==> config.mk <==
export PLATFORM = sky130hd
export DESIGN_NAME = round_robin_task_scheduler
export DESIGN_NICKNAME = d
export VERILOG_FILES = /design/src/rtl/rrts_pkg.sv /design/src/rtl/rrts_ctrl.sv /design/src/rtl/rrts_dp.sv /design/src/rtl/round_robin_task_scheduler.sv
export SDC_FILE = /design/constraint.sdc
export NUM_CORES = 1
export LEC_CHECK = 0
export BUFFER_PORTS_ARGS = -buffer_cell sky130_fd_sc_hd__buf_2
export CAP_MARGIN = 0
export CORE_ASPECT_RATIO = 0.8
export CORE_MARGIN = 4
export CORE_UTILIZATION = 60
export DETAILED_ROUTE_END_ITERATION = 10
export PLACE_DENSITY = 0.78
export SKIP_CTS_REPAIR_TIMING = 1
export SLEW_MARGIN = 20
export SYNTH_ARGS = -nofsm -noshare
export SYNTH_HDL_FRONTEND = slang
export SYNTH_HIERARCHICAL = 1
export SYNTH_SLANG_ARGS = --single-unit
==> constraint.sdc <==
create_clock -name clock -period 8.2 [get_ports clock]
set_input_delay 0.41 -clock clock [delete_from_list [all_inputs] [get_ports clock]]
set_output_delay 0.41 -clock clock [all_outputs]
set_load 0.01 [all_outputs]
==> src/rtl/rrts_pkg.sv <==
// shared types and constants for the round-robin task scheduler
// used by rrts_ctrl, rrts_dp and round_robin_task_scheduler; no dependencies
package rrts_pkg;

   localparam int FUNC_W   = 3;
   localparam int TASK_W   = 4;
   localparam int STATE_W  = 2;
   localparam int STATUS_W = 2;
   localparam int SLICE_W  = 8;
   localparam int CSR_IDX_W = 1;

   // item function codes
   localparam logic [FUNC_W-1:0] FUNC_TICK   = 3'd0;
   localparam logic [FUNC_W-1:0] FUNC_YIELD  = 3'd1;
   localparam logic [FUNC_W-1:0] FUNC_ADD    = 3'd2;
   localparam logic [FUNC_W-1:0] FUNC_REMOVE = 3'd3;
   localparam logic [FUNC_W-1:0] FUNC_SET    = 3'd4;

   // slot states
   localparam logic [STATE_W-1:0] TS_READY   = 2'd0;
   localparam logic [STATE_W-1:0] TS_RUNNING = 2'd1;

   // result status codes
   localparam logic [STATUS_W-1:0] STATUS_OK        = 2'd0;
   localparam logic [STATUS_W-1:0] STATUS_PROTECTED = 2'd1;
   localparam logic [STATUS_W-1:0] STATUS_PRESENT   = 2'd2;
   localparam logic [STATUS_W-1:0] STATUS_ABSENT    = 2'd3;

   // register indexes
   localparam logic [CSR_IDX_W-1:0] CSR_TIME_SLICE = 1'd0;
   localparam logic [CSR_IDX_W-1:0] CSR_ENABLED    = 1'd1;

   localparam logic [SLICE_W-1:0] SLICE_RESET = 8'd10;

   // controller to datapath
   typedef struct packed {
      logic                accept;
      logic                tick_dec;
      logic                walk_init;
      logic                walk_step;
      logic                ptr_clear;
      logic                demote;
      logic                promote;
      logic                set_state;
      logic                link_tail;
      logic                link_new;
      logic                unlink;
      logic                set_status;
      logic [STATUS_W-1:0] status_code;
      logic                publish;
   } ctrl_cmd_type;

   // datapath to controller
   typedef struct packed {
      logic [FUNC_W-1:0] func;
      logic              enabled;
      logic              slice_low;
      logic              id_bad;
      logic              id_protected;
      logic              id_in_ring;
      logic              ptr_eligible;
      logic              ptr_is_run;
      logic              next_is_start;
      logic              next_is_zero;
      logic              next_is_id;
      logic              rsp_busy;
   } dp_stat_type;

endpackage

==> src/rtl/rrts_ctrl.sv <==
// sequencing state machine of the round-robin task scheduler
// depends on rrts_pkg; drives rrts_dp through ctrl_cmd_type
module rrts_ctrl
   import rrts_pkg::*;
(
   input  logic         clock,
   input  logic         reset,
   input  logic         req_valid,
   output logic         req_stall,
   input  dp_stat_type  stat,
   output ctrl_cmd_type cmd
);

   localparam logic [3:0] S_IDLE    = 4'd0;
   localparam logic [3:0] S_EXEC    = 4'd1;
   localparam logic [3:0] S_WALK    = 4'd2;
   localparam logic [3:0] S_SWITCH  = 4'd3;
   localparam logic [3:0] S_PROMOTE = 4'd4;
   localparam logic [3:0] S_TAIL    = 4'd5;
   localparam logic [3:0] S_LINK    = 4'd6;
   localparam logic [3:0] S_PRED    = 4'd7;
   localparam logic [3:0] S_UNLINK  = 4'd8;
   localparam logic [3:0] S_DONE    = 4'd9;

   logic [3:0] state_ff;
   logic [3:0] state_in;

   assign req_stall = (state_ff != S_IDLE);

   always_comb begin
      state_in = state_ff;
      cmd      = '0;
      case (state_ff)
         S_IDLE: begin
            if (req_valid) begin
               cmd.accept = 1'b1;
               state_in   = S_EXEC;
            end
         end
         S_EXEC: begin
            state_in = S_DONE;
            case (stat.func)
               FUNC_TICK: begin
                  if (stat.enabled) begin
                     cmd.tick_dec = 1'b1;
                     if (stat.slice_low) begin
                        cmd.walk_init = 1'b1;
                        state_in      = S_WALK;
                     end
                  end
               end
               FUNC_YIELD: begin
                  cmd.walk_init = 1'b1;
                  state_in      = S_WALK;
               end
               FUNC_ADD: begin
                  if (stat.id_bad) begin
                     cmd.set_status  = 1'b1;
                     cmd.status_code = STATUS_PROTECTED;
                  end else if (stat.id_in_ring) begin
                     cmd.set_status  = 1'b1;
                     cmd.status_code = STATUS_PRESENT;
                  end else begin
                     cmd.ptr_clear = 1'b1;
                     state_in      = S_TAIL;
                  end
               end
               FUNC_REMOVE: begin
                  if (stat.id_bad || stat.id_protected) begin
                     cmd.set_status  = 1'b1;
                     cmd.status_code = STATUS_PROTECTED;
                  end else if (!stat.id_in_ring) begin
                     cmd.set_status  = 1'b1;
                     cmd.status_code = STATUS_ABSENT;
                  end else begin
                     cmd.ptr_clear = 1'b1;
                     state_in      = S_PRED;
                  end
               end
               FUNC_SET: begin
                  if (stat.id_bad) begin
                     cmd.set_status  = 1'b1;
                     cmd.status_code = STATUS_PROTECTED;
                  end else begin
                     cmd.set_state = 1'b1;
                  end
               end
               default: begin
                  state_in = S_DONE;
               end
            endcase
         end
         S_WALK: begin
            if (stat.ptr_eligible) begin
               state_in = S_SWITCH;
            end else if (stat.next_is_start) begin
               state_in = S_DONE;
            end else begin
               cmd.walk_step = 1'b1;
            end
         end
         S_SWITCH: begin
            if (stat.ptr_is_run) begin
               state_in = S_DONE;
            end else begin
               cmd.demote = 1'b1;
               state_in   = S_PROMOTE;
            end
         end
         S_PROMOTE: begin
            cmd.promote = 1'b1;
            state_in    = S_DONE;
         end
         S_TAIL: begin
            if (stat.next_is_zero) begin
               cmd.link_tail = 1'b1;
               state_in      = S_LINK;
            end else begin
               cmd.walk_step = 1'b1;
            end
         end
         S_LINK: begin
            cmd.link_new = 1'b1;
            state_in     = S_DONE;
         end
         S_PRED: begin
            if (stat.next_is_id) begin
               state_in = S_UNLINK;
            end else begin
               cmd.walk_step = 1'b1;
            end
         end
         S_UNLINK: begin
            cmd.unlink = 1'b1;
            state_in   = S_DONE;
         end
         S_DONE: begin
            if (!stat.rsp_busy) begin
               cmd.publish = 1'b1;
               state_in    = S_IDLE;
            end
         end
         default: begin
            state_in = S_IDLE;
         end
      endcase
   end

   always_ff @(posedge clock) begin
      if (reset) begin
         state_ff <= S_IDLE;
      end else begin
         state_ff <= state_in;
      end
   end

endmodule

==> src/rtl/rrts_dp.sv <==
// datapath of the round-robin task scheduler: ring links, slot states, slice
// counter, config registers and result register; depends on rrts_pkg
module rrts_dp
   import rrts_pkg::*;
#(
   parameter int MAX_TASKS = 16
)(
   input  logic                 clock,
   input  logic                 reset,
   input  ctrl_cmd_type         cmd,
   output dp_stat_type          stat,
   input  logic [FUNC_W-1:0]    req_func,
   input  logic [TASK_W-1:0]    req_task_id,
   input  logic [STATE_W-1:0]   req_task_state,
   input  logic                 csr_write,
   input  logic [CSR_IDX_W-1:0] csr_index,
   input  logic [SLICE_W-1:0]   csr_data,
   output logic                 rsp_valid,
   input  logic                 rsp_stall,
   output logic                 rsp_switched,
   output logic [TASK_W-1:0]    rsp_current_task,
   output logic [TASK_W-1:0]    rsp_previous_task,
   output logic [STATUS_W-1:0]  rsp_status
);

   localparam int IDX_W = $clog2(MAX_TASKS);

   // config
   logic [SLICE_W-1:0] time_slice_ff;
   logic               enabled_ff;

   // scheduler state
   logic [IDX_W-1:0]   ring_next_ff [MAX_TASKS];
   logic [STATE_W-1:0] slot_state_ff [MAX_TASKS];
   logic [MAX_TASKS-1:0] in_ring_ff;
   logic [IDX_W-1:0]   running_ff;
   logic [SLICE_W-1:0] slice_left_ff;
   logic [SLICE_W-1:0] slice_left_in;

   // item being worked on
   logic [FUNC_W-1:0]   func_ff;
   logic [TASK_W-1:0]   id_ff;
   logic [STATE_W-1:0]  tstate_ff;
   logic [IDX_W-1:0]    prev_ff;
   logic                sw_ff;
   logic [STATUS_W-1:0] status_ff;
   logic [IDX_W-1:0]    ptr_ff;
   logic [IDX_W-1:0]    start_ff;

   // result word
   logic                rsp_valid_ff;
   logic                rsp_sw_ff;
   logic [TASK_W-1:0]   rsp_cur_ff;
   logic [TASK_W-1:0]   rsp_prev_ff;
   logic [STATUS_W-1:0] rsp_status_ff;

   logic [IDX_W-1:0]   id_idx;
   logic [IDX_W-1:0]   nx_raddr;
   logic [IDX_W-1:0]   rd_next;
   logic [IDX_W-1:0]   st_raddr;
   logic [STATE_W-1:0] rd_state;
   logic               nx_we;
   logic [IDX_W-1:0]   nx_waddr;
   logic [IDX_W-1:0]   nx_wdata;
   logic               st_we;
   logic [IDX_W-1:0]   st_waddr;
   logic [STATE_W-1:0] st_wdata;

   assign id_idx = IDX_W'(id_ff);

   // one read address per store and cycle
   assign nx_raddr = cmd.walk_init ? running_ff : (cmd.unlink ? id_idx : ptr_ff);
   assign rd_next  = ring_next_ff[nx_raddr];
   assign st_raddr = cmd.demote ? running_ff : ptr_ff;
   assign rd_state = slot_state_ff[st_raddr];

   always_comb begin
      stat.func          = func_ff;
      stat.enabled       = enabled_ff;
      stat.slice_low     = (slice_left_ff <= SLICE_W'(1));
      stat.id_bad        = (int'(id_ff) >= MAX_TASKS);
      stat.id_protected  = (id_idx == '0) || (id_idx == prev_ff);
      stat.id_in_ring    = in_ring_ff[id_idx];
      stat.ptr_eligible  = (rd_state == TS_READY) || (rd_state == TS_RUNNING);
      stat.ptr_is_run    = (ptr_ff == running_ff);
      stat.next_is_start = (rd_next == start_ff);
      stat.next_is_zero  = (rd_next == '0);
      stat.next_is_id    = (rd_next == id_idx);
      stat.rsp_busy      = rsp_valid_ff && rsp_stall;
   end

   // link write port
   always_comb begin
      nx_we    = 1'b0;
      nx_waddr = ptr_ff;
      nx_wdata = id_idx;
      if (cmd.link_tail) begin
         nx_we = 1'b1;
      end else if (cmd.link_new) begin
         nx_we    = 1'b1;
         nx_waddr = id_idx;
         nx_wdata = '0;
      end else if (cmd.unlink) begin
         nx_we    = 1'b1;
         nx_wdata = rd_next;
      end
   end

   // slot state write port
   always_comb begin
      st_we    = 1'b0;
      st_waddr = id_idx;
      st_wdata = tstate_ff;
      if (cmd.set_state || cmd.link_tail) begin
         st_we = 1'b1;
      end else if (cmd.demote) begin
         st_we    = (rd_state == TS_RUNNING);
         st_waddr = running_ff;
         st_wdata = TS_READY;
      end else if (cmd.promote) begin
         st_we    = 1'b1;
         st_waddr = ptr_ff;
         st_wdata = TS_RUNNING;
      end
   end

   always_comb begin
      slice_left_in = slice_left_ff;
      if (cmd.promote) begin
         slice_left_in = time_slice_ff;
      end else if (cmd.tick_dec && (slice_left_ff != '0)) begin
         slice_left_in = slice_left_ff - SLICE_W'(1);
      end
   end

   // only slot 0 has a defined link after reset
   always_ff @(posedge clock) begin
      if (reset) begin
         ring_next_ff[0] <= '0;
      end else if (nx_we) begin
         ring_next_ff[nx_waddr] <= nx_wdata;
      end
   end

   always_ff @(posedge clock) begin
      if (reset) begin
         for (int i = 0; i < MAX_TASKS; i++) begin
            slot_state_ff[i] <= (i == 0) ? TS_RUNNING : TS_READY;
         end
      end else if (st_we) begin
         slot_state_ff[st_waddr] <= st_wdata;
      end
   end

   always_ff @(posedge clock) begin
      if (reset) begin
         in_ring_ff    <= MAX_TASKS'(1);
         running_ff    <= '0;
         slice_left_ff <= SLICE_RESET;
         time_slice_ff <= SLICE_RESET;
         enabled_ff    <= 1'b0;
         rsp_valid_ff  <= 1'b0;
      end else begin
         slice_left_ff <= slice_left_in;
         if (cmd.link_tail) begin
            in_ring_ff[id_idx] <= 1'b1;
         end else if (cmd.unlink) begin
            in_ring_ff[id_idx] <= 1'b0;
         end
         if (cmd.promote) begin
            running_ff <= ptr_ff;
         end
         if (csr_write) begin
            case (csr_index)
               CSR_TIME_SLICE: time_slice_ff <= csr_data;
               CSR_ENABLED:    enabled_ff    <= csr_data[0];
               default:        enabled_ff    <= enabled_ff;
            endcase
         end
         if (cmd.publish) begin
            rsp_valid_ff <= 1'b1;
         end else if (!rsp_stall) begin
            rsp_valid_ff <= 1'b0;
         end
      end
   end

   // item and result payload
   always_ff @(posedge clock) begin
      if (cmd.accept) begin
         func_ff   <= req_func;
         id_ff     <= req_task_id;
         tstate_ff <= req_task_state;
         prev_ff   <= running_ff;
         sw_ff     <= 1'b0;
         status_ff <= STATUS_OK;
      end
      if (cmd.set_status) begin
         status_ff <= cmd.status_code;
      end
      if (cmd.promote) begin
         sw_ff <= 1'b1;
      end
      if (cmd.walk_init) begin
         ptr_ff   <= rd_next;
         start_ff <= rd_next;
      end else if (cmd.walk_step) begin
         ptr_ff <= rd_next;
      end else if (cmd.ptr_clear) begin
         ptr_ff <= '0;
      end
      if (cmd.publish) begin
         rsp_sw_ff     <= sw_ff;
         rsp_cur_ff    <= TASK_W'(running_ff);
         rsp_prev_ff   <= TASK_W'(prev_ff);
         rsp_status_ff <= status_ff;
      end
   end

   assign rsp_valid         = rsp_valid_ff;
   assign rsp_switched      = rsp_sw_ff;
   assign rsp_current_task  = rsp_cur_ff;
   assign rsp_previous_task = rsp_prev_ff;
   assign rsp_status        = rsp_status_ff;

endmodule

==> src/rtl/round_robin_task_scheduler.sv <==
// round-robin time-slice task scheduler, top level
// depends on rrts_pkg, rrts_ctrl and rrts_dp
//
// usage
// - req channel: one word per event (tick, yield, add, remove, set state),
//   taken when req_valid is high and req_stall is low
// - rsp channel: exactly one word per req word, in order, taken when
//   rsp_valid is high and rsp_stall is low
// - csr port: csr_write with csr_index 0 writes time_slice, index 1 writes
//   enabled; write only while no word is in flight
// - one word is worked on at a time; a plain tick, set state or refused
//   word goes straight from decode to the result step
// - yield or slice expiry: a ring walk, then a switch check when the walk
//   stops on a ready or running slot, and demote and promote steps when
//   the task changes; the walk reads one ring link per cycle, so it reads
//   at most MAX_TASKS links
// - add: tail search, one link per cycle; remove: predecessor search
// - req_stall is high from accept until the result word is loaded into
//   the output register; the next word is taken while that result waits
// - a stalled receiver holds the result word; the block then waits with
//   the next finished result until the output register frees up
// - reset (synchronous, active high): slot 0 alone in the ring and
//   running, time_slice 10, ticks disabled, both channels empty; no
//   clearing pass
module round_robin_task_scheduler
   import rrts_pkg::*;
#(
   parameter int MAX_TASKS = 16
)(
   input  logic                 clock,
   input  logic                 reset,
   // event words
   input  logic                 req_valid,
   output logic                 req_stall,
   input  logic [FUNC_W-1:0]    req_func,
   input  logic [TASK_W-1:0]    req_task_id,
   input  logic [STATE_W-1:0]   req_task_state,
   // result words
   output logic                 rsp_valid,
   input  logic                 rsp_stall,
   output logic                 rsp_switched,
   output logic [TASK_W-1:0]    rsp_current_task,
   output logic [TASK_W-1:0]    rsp_previous_task,
   output logic [STATUS_W-1:0]  rsp_status,
   // configuration writes
   input  logic                 csr_write,
   input  logic [CSR_IDX_W-1:0] csr_index,
   input  logic [SLICE_W-1:0]   csr_data
);

   ctrl_cmd_type cmd;
   dp_stat_type  stat;

   // sequencer: decode, ring walks, switch steps, result hand-off
   rrts_ctrl u_ctrl (
      .clock     (clock),
      .reset     (reset),
      .req_valid (req_valid),
      .req_stall (req_stall),
      .stat      (stat),
      .cmd       (cmd)
   );

   // ring links, slot states, slice counter, config and result register
   rrts_dp #(
      .MAX_TASKS (MAX_TASKS)
   ) u_dp (
      .clock             (clock),
      .reset             (reset),
      .cmd               (cmd),
      .stat              (stat),
      .req_func          (req_func),
      .req_task_id       (req_task_id),
      .req_task_state    (req_task_state),
      .csr_write         (csr_write),
      .csr_index         (csr_index),
      .csr_data          (csr_data),
      .rsp_valid         (rsp_valid),
      .rsp_stall         (rsp_stall),
      .rsp_switched      (rsp_switched),
      .rsp_current_task  (rsp_current_task),
      .rsp_previous_task (rsp_previous_task),
      .rsp_status        (rsp_status)
   );

endmodule
==> results.cfg <==
[outcome]
status = finished, final reports clean

[cells_and_area]
diodes = 0
final_cell_mix = edfxtp_1 (130), nor2_1 (89), mux2i_1 (77), nor4_1 (60), a211oi_1 (56)
final_common_cell = edfxtp_1
final_nets = 1032
final_layout_size_suffix_gt1_share_pct = 12.0
final-instance-count-excl-fill = 1240
fin_area_um2 = 11000
syn2layout_area_growth_pct = 8.33
fin_util_pct = 66.5

[timing]
layout_min_cycle_time_ns = 7.29
worst_pin_slew_ns = 1.10
fin_ws_ns = 0.906
max_slew_margin_pct = 26.5
grt_setup_unrepaired = false
timing_hold_violations_final = 0
post-route-period-util_pct = 88.9
setup_viol = 0
max_freq_mhz = 137
fin_skew_ns = 0.0120
drv_slew = 0
tns_ns = 0

[routing]
wl_um = 26200
wl_per_cell_um = 21.1
vias_per_cell = 6.72
drc_errors = 0
firstDrtPassIters = 5
ant_nets = 0
route.vias.total = 8335
drt_iter0_drc = 919

[floorplan]
core_area_um2 = 16600
die_h_um = 125
die_x_um = 154
fp.dieArea_um2 = 19200
start_util_pct = 61.4
rows = 42
io_pins = 36

[yosys]
synth_nets = 1044
ys_seq_area_share_pct = 46.7
synth_area_um2 = 10200
synth-edff-count = 130
avgSynthCellArea_um2 = 10.0
ys_ff_latch = 173
synth_cell_types = 74
syn_inst = 1019
synth_ff_type = edfxtp_1
ys_warn_count = 6
async_flop_share_pct = 0

[clocking]
clk_latency_ns = 0.43
cts_sinks = 173
cts_tree = yes
clk_pin_slew_worst_paths_ns = 0.07
clock_tree.root_cell = clkbuf_16
cts-buffers-inserted = 17
htreeDepth = 4
clk_path_buf_depth = 2

[pwr]
power_leakage_nw = 3.80
power_density_nw_per_um2 = 212
ir_drop_v = 0.000160

[global_routing]
grt_pass1_wl_um = 41100
use_met3_pct = 5.94
grtUsageTotal_pct = 27.1
grt_max_degree = 63
top_usage_layer = met1
first_global_vias = 7504
antenna_found_initial = 1
grt-ovfl-total = 0
gr-usage-met2_pct = 38.9
use_met1_pct = 41.3

[placed_design]
placed_cells_incl_taps = 1208
io_buffers = 35
gp_congestion = 0.998
place.detailed.hpwl_um = 18200
pre_cts_slack_ns = 1.11
dpl_cell_area_um2 = 10500

[worst_hold_path]
hp-class = input pin to flip-flop

[critical_path]
cp-start-kind = flip-flop
crit_type = flip-flop to flip-flop
critical_path.top_delay_family = simple AND/OR/NAND/NOR gates
required_ns = 8.27
cp_max_fo = 62
critPathArrivalTime_ns = 7.36
max_stage_delay_ns = 0.59
worst-path-buf-inv = 3
endpoint_kind = flip-flop
crit_slowest_cell = or4_1
path_cells = or4_1, nor4_1, a21oi_1, nor3_1, and2_1, buf_4, nand2_1, o21ai_1, buf_4, nor2_1, o31ai_1, a21oi_1, nor4_1, and3_1, buf_4, nor3_1, nor2_1, o21ai_0, nor2_1

[run]
max_cap_viol_count = 0
-- sequential cells by signal, indices dropped and copies added (netlist names), 8 cells and up, named ones only --
| register | cells |
|---|---|
| u_dp/slice_left_ff | 8 |
| u_dp/ring_next_ff | 64 |
| u_dp/slot_state_ff | 32 |
| u_dp/time_slice_ff | 8 |
-- cells in the mapped netlist, drive strengths merged (13+ instances only) --
cell	number	area, µm²
nor2b	35	226
dfxtp	43	861
buf	24	131
o21ai	54	278
clkbuf	60	225
edfxtp	130	3900
a21oi	45	236
xor2	13	114
inv	15	56.3
mux2i	79	803
a22o	18	158
nand2b	46	288
nor4	60	375
nor2	90	340
nor3	42	215
a211oi	56	420
nand2	54	203
o211ai	19	143
-- worst paths after layout --
check	from	to	slack, ns	cells after the start
min	req_task_id[0]	u_dp/id_ff[0]$_DFFE_PP_	0.15	1
max	u_dp/slice_left_ff[5]$_SDFFE_PP0P_	u_dp/ring_next_ff[2][1]$_DFFE_PP_	0.91	19
min reg2reg	u_dp/sw_ff$_SDFFE_PP1P_	u_dp/rsp_switched$_DFFE_PP_	0.45	0
max reg2reg	u_dp/slice_left_ff[5]$_SDFFE_PP0P_	u_dp/ring_next_ff[2][1]$_DFFE_PP_	0.91	19
-- cell type report --
cell class | count | area [µm²]
inverters | 16 | 60.1
fillers | 1299 | 5560
repair buffers | 53 | 310
clock inverters | 12 | 116
well taps | 220 | 275
flip-flops and latches | 173 | 4760
multi-input cells | 746 | 5050
clock buffers | 20 | 467
-- report_power, final --
group	total [mW]	switching (mW)	internal (mW)	leakage (nW)
Clock	0.798	0.370	0.428	0.293
Combinational	0.520	0.329	0.191	1.89
Sequential	1.03	0.0457	0.984	1.62
-- cell families after synthesis --
kind of cell               after synthesis  share of synthesized area (%)
muxes                                   95                           10.9
AOI/OAI and AO/OA                      242                           16.1
buffers and inverters                  100                           4.09
DFF                                    173                           46.7
other                                    1                         0.0368
xor gates and xnor gates                21                           1.80
adders and majority gates                2                          0.245
and+or+nand+nor                        385                           20.1
-- through the flow --
stage                     hold WS [ns]  power [mW]
after floorplan                  0.400        1.41
after global placement           0.415        1.54
after detailed placement         0.432        1.55
after CTS                        0.135        2.34
after global routing             0.142        2.44
final                            0.150        2.35
-- routing by layer --
| metal | up-vias | wire length [µm] |
|---|---|---|
| met3 | 45 | 2740 |
| met4 | 2 | 487 |
| met2 | 466 | 11400 |
| met1 | 3995 | 11600 |
| met5 | - | 11 |
| li1 | 3827 | - |
Power figures use the tool's default switching activity.
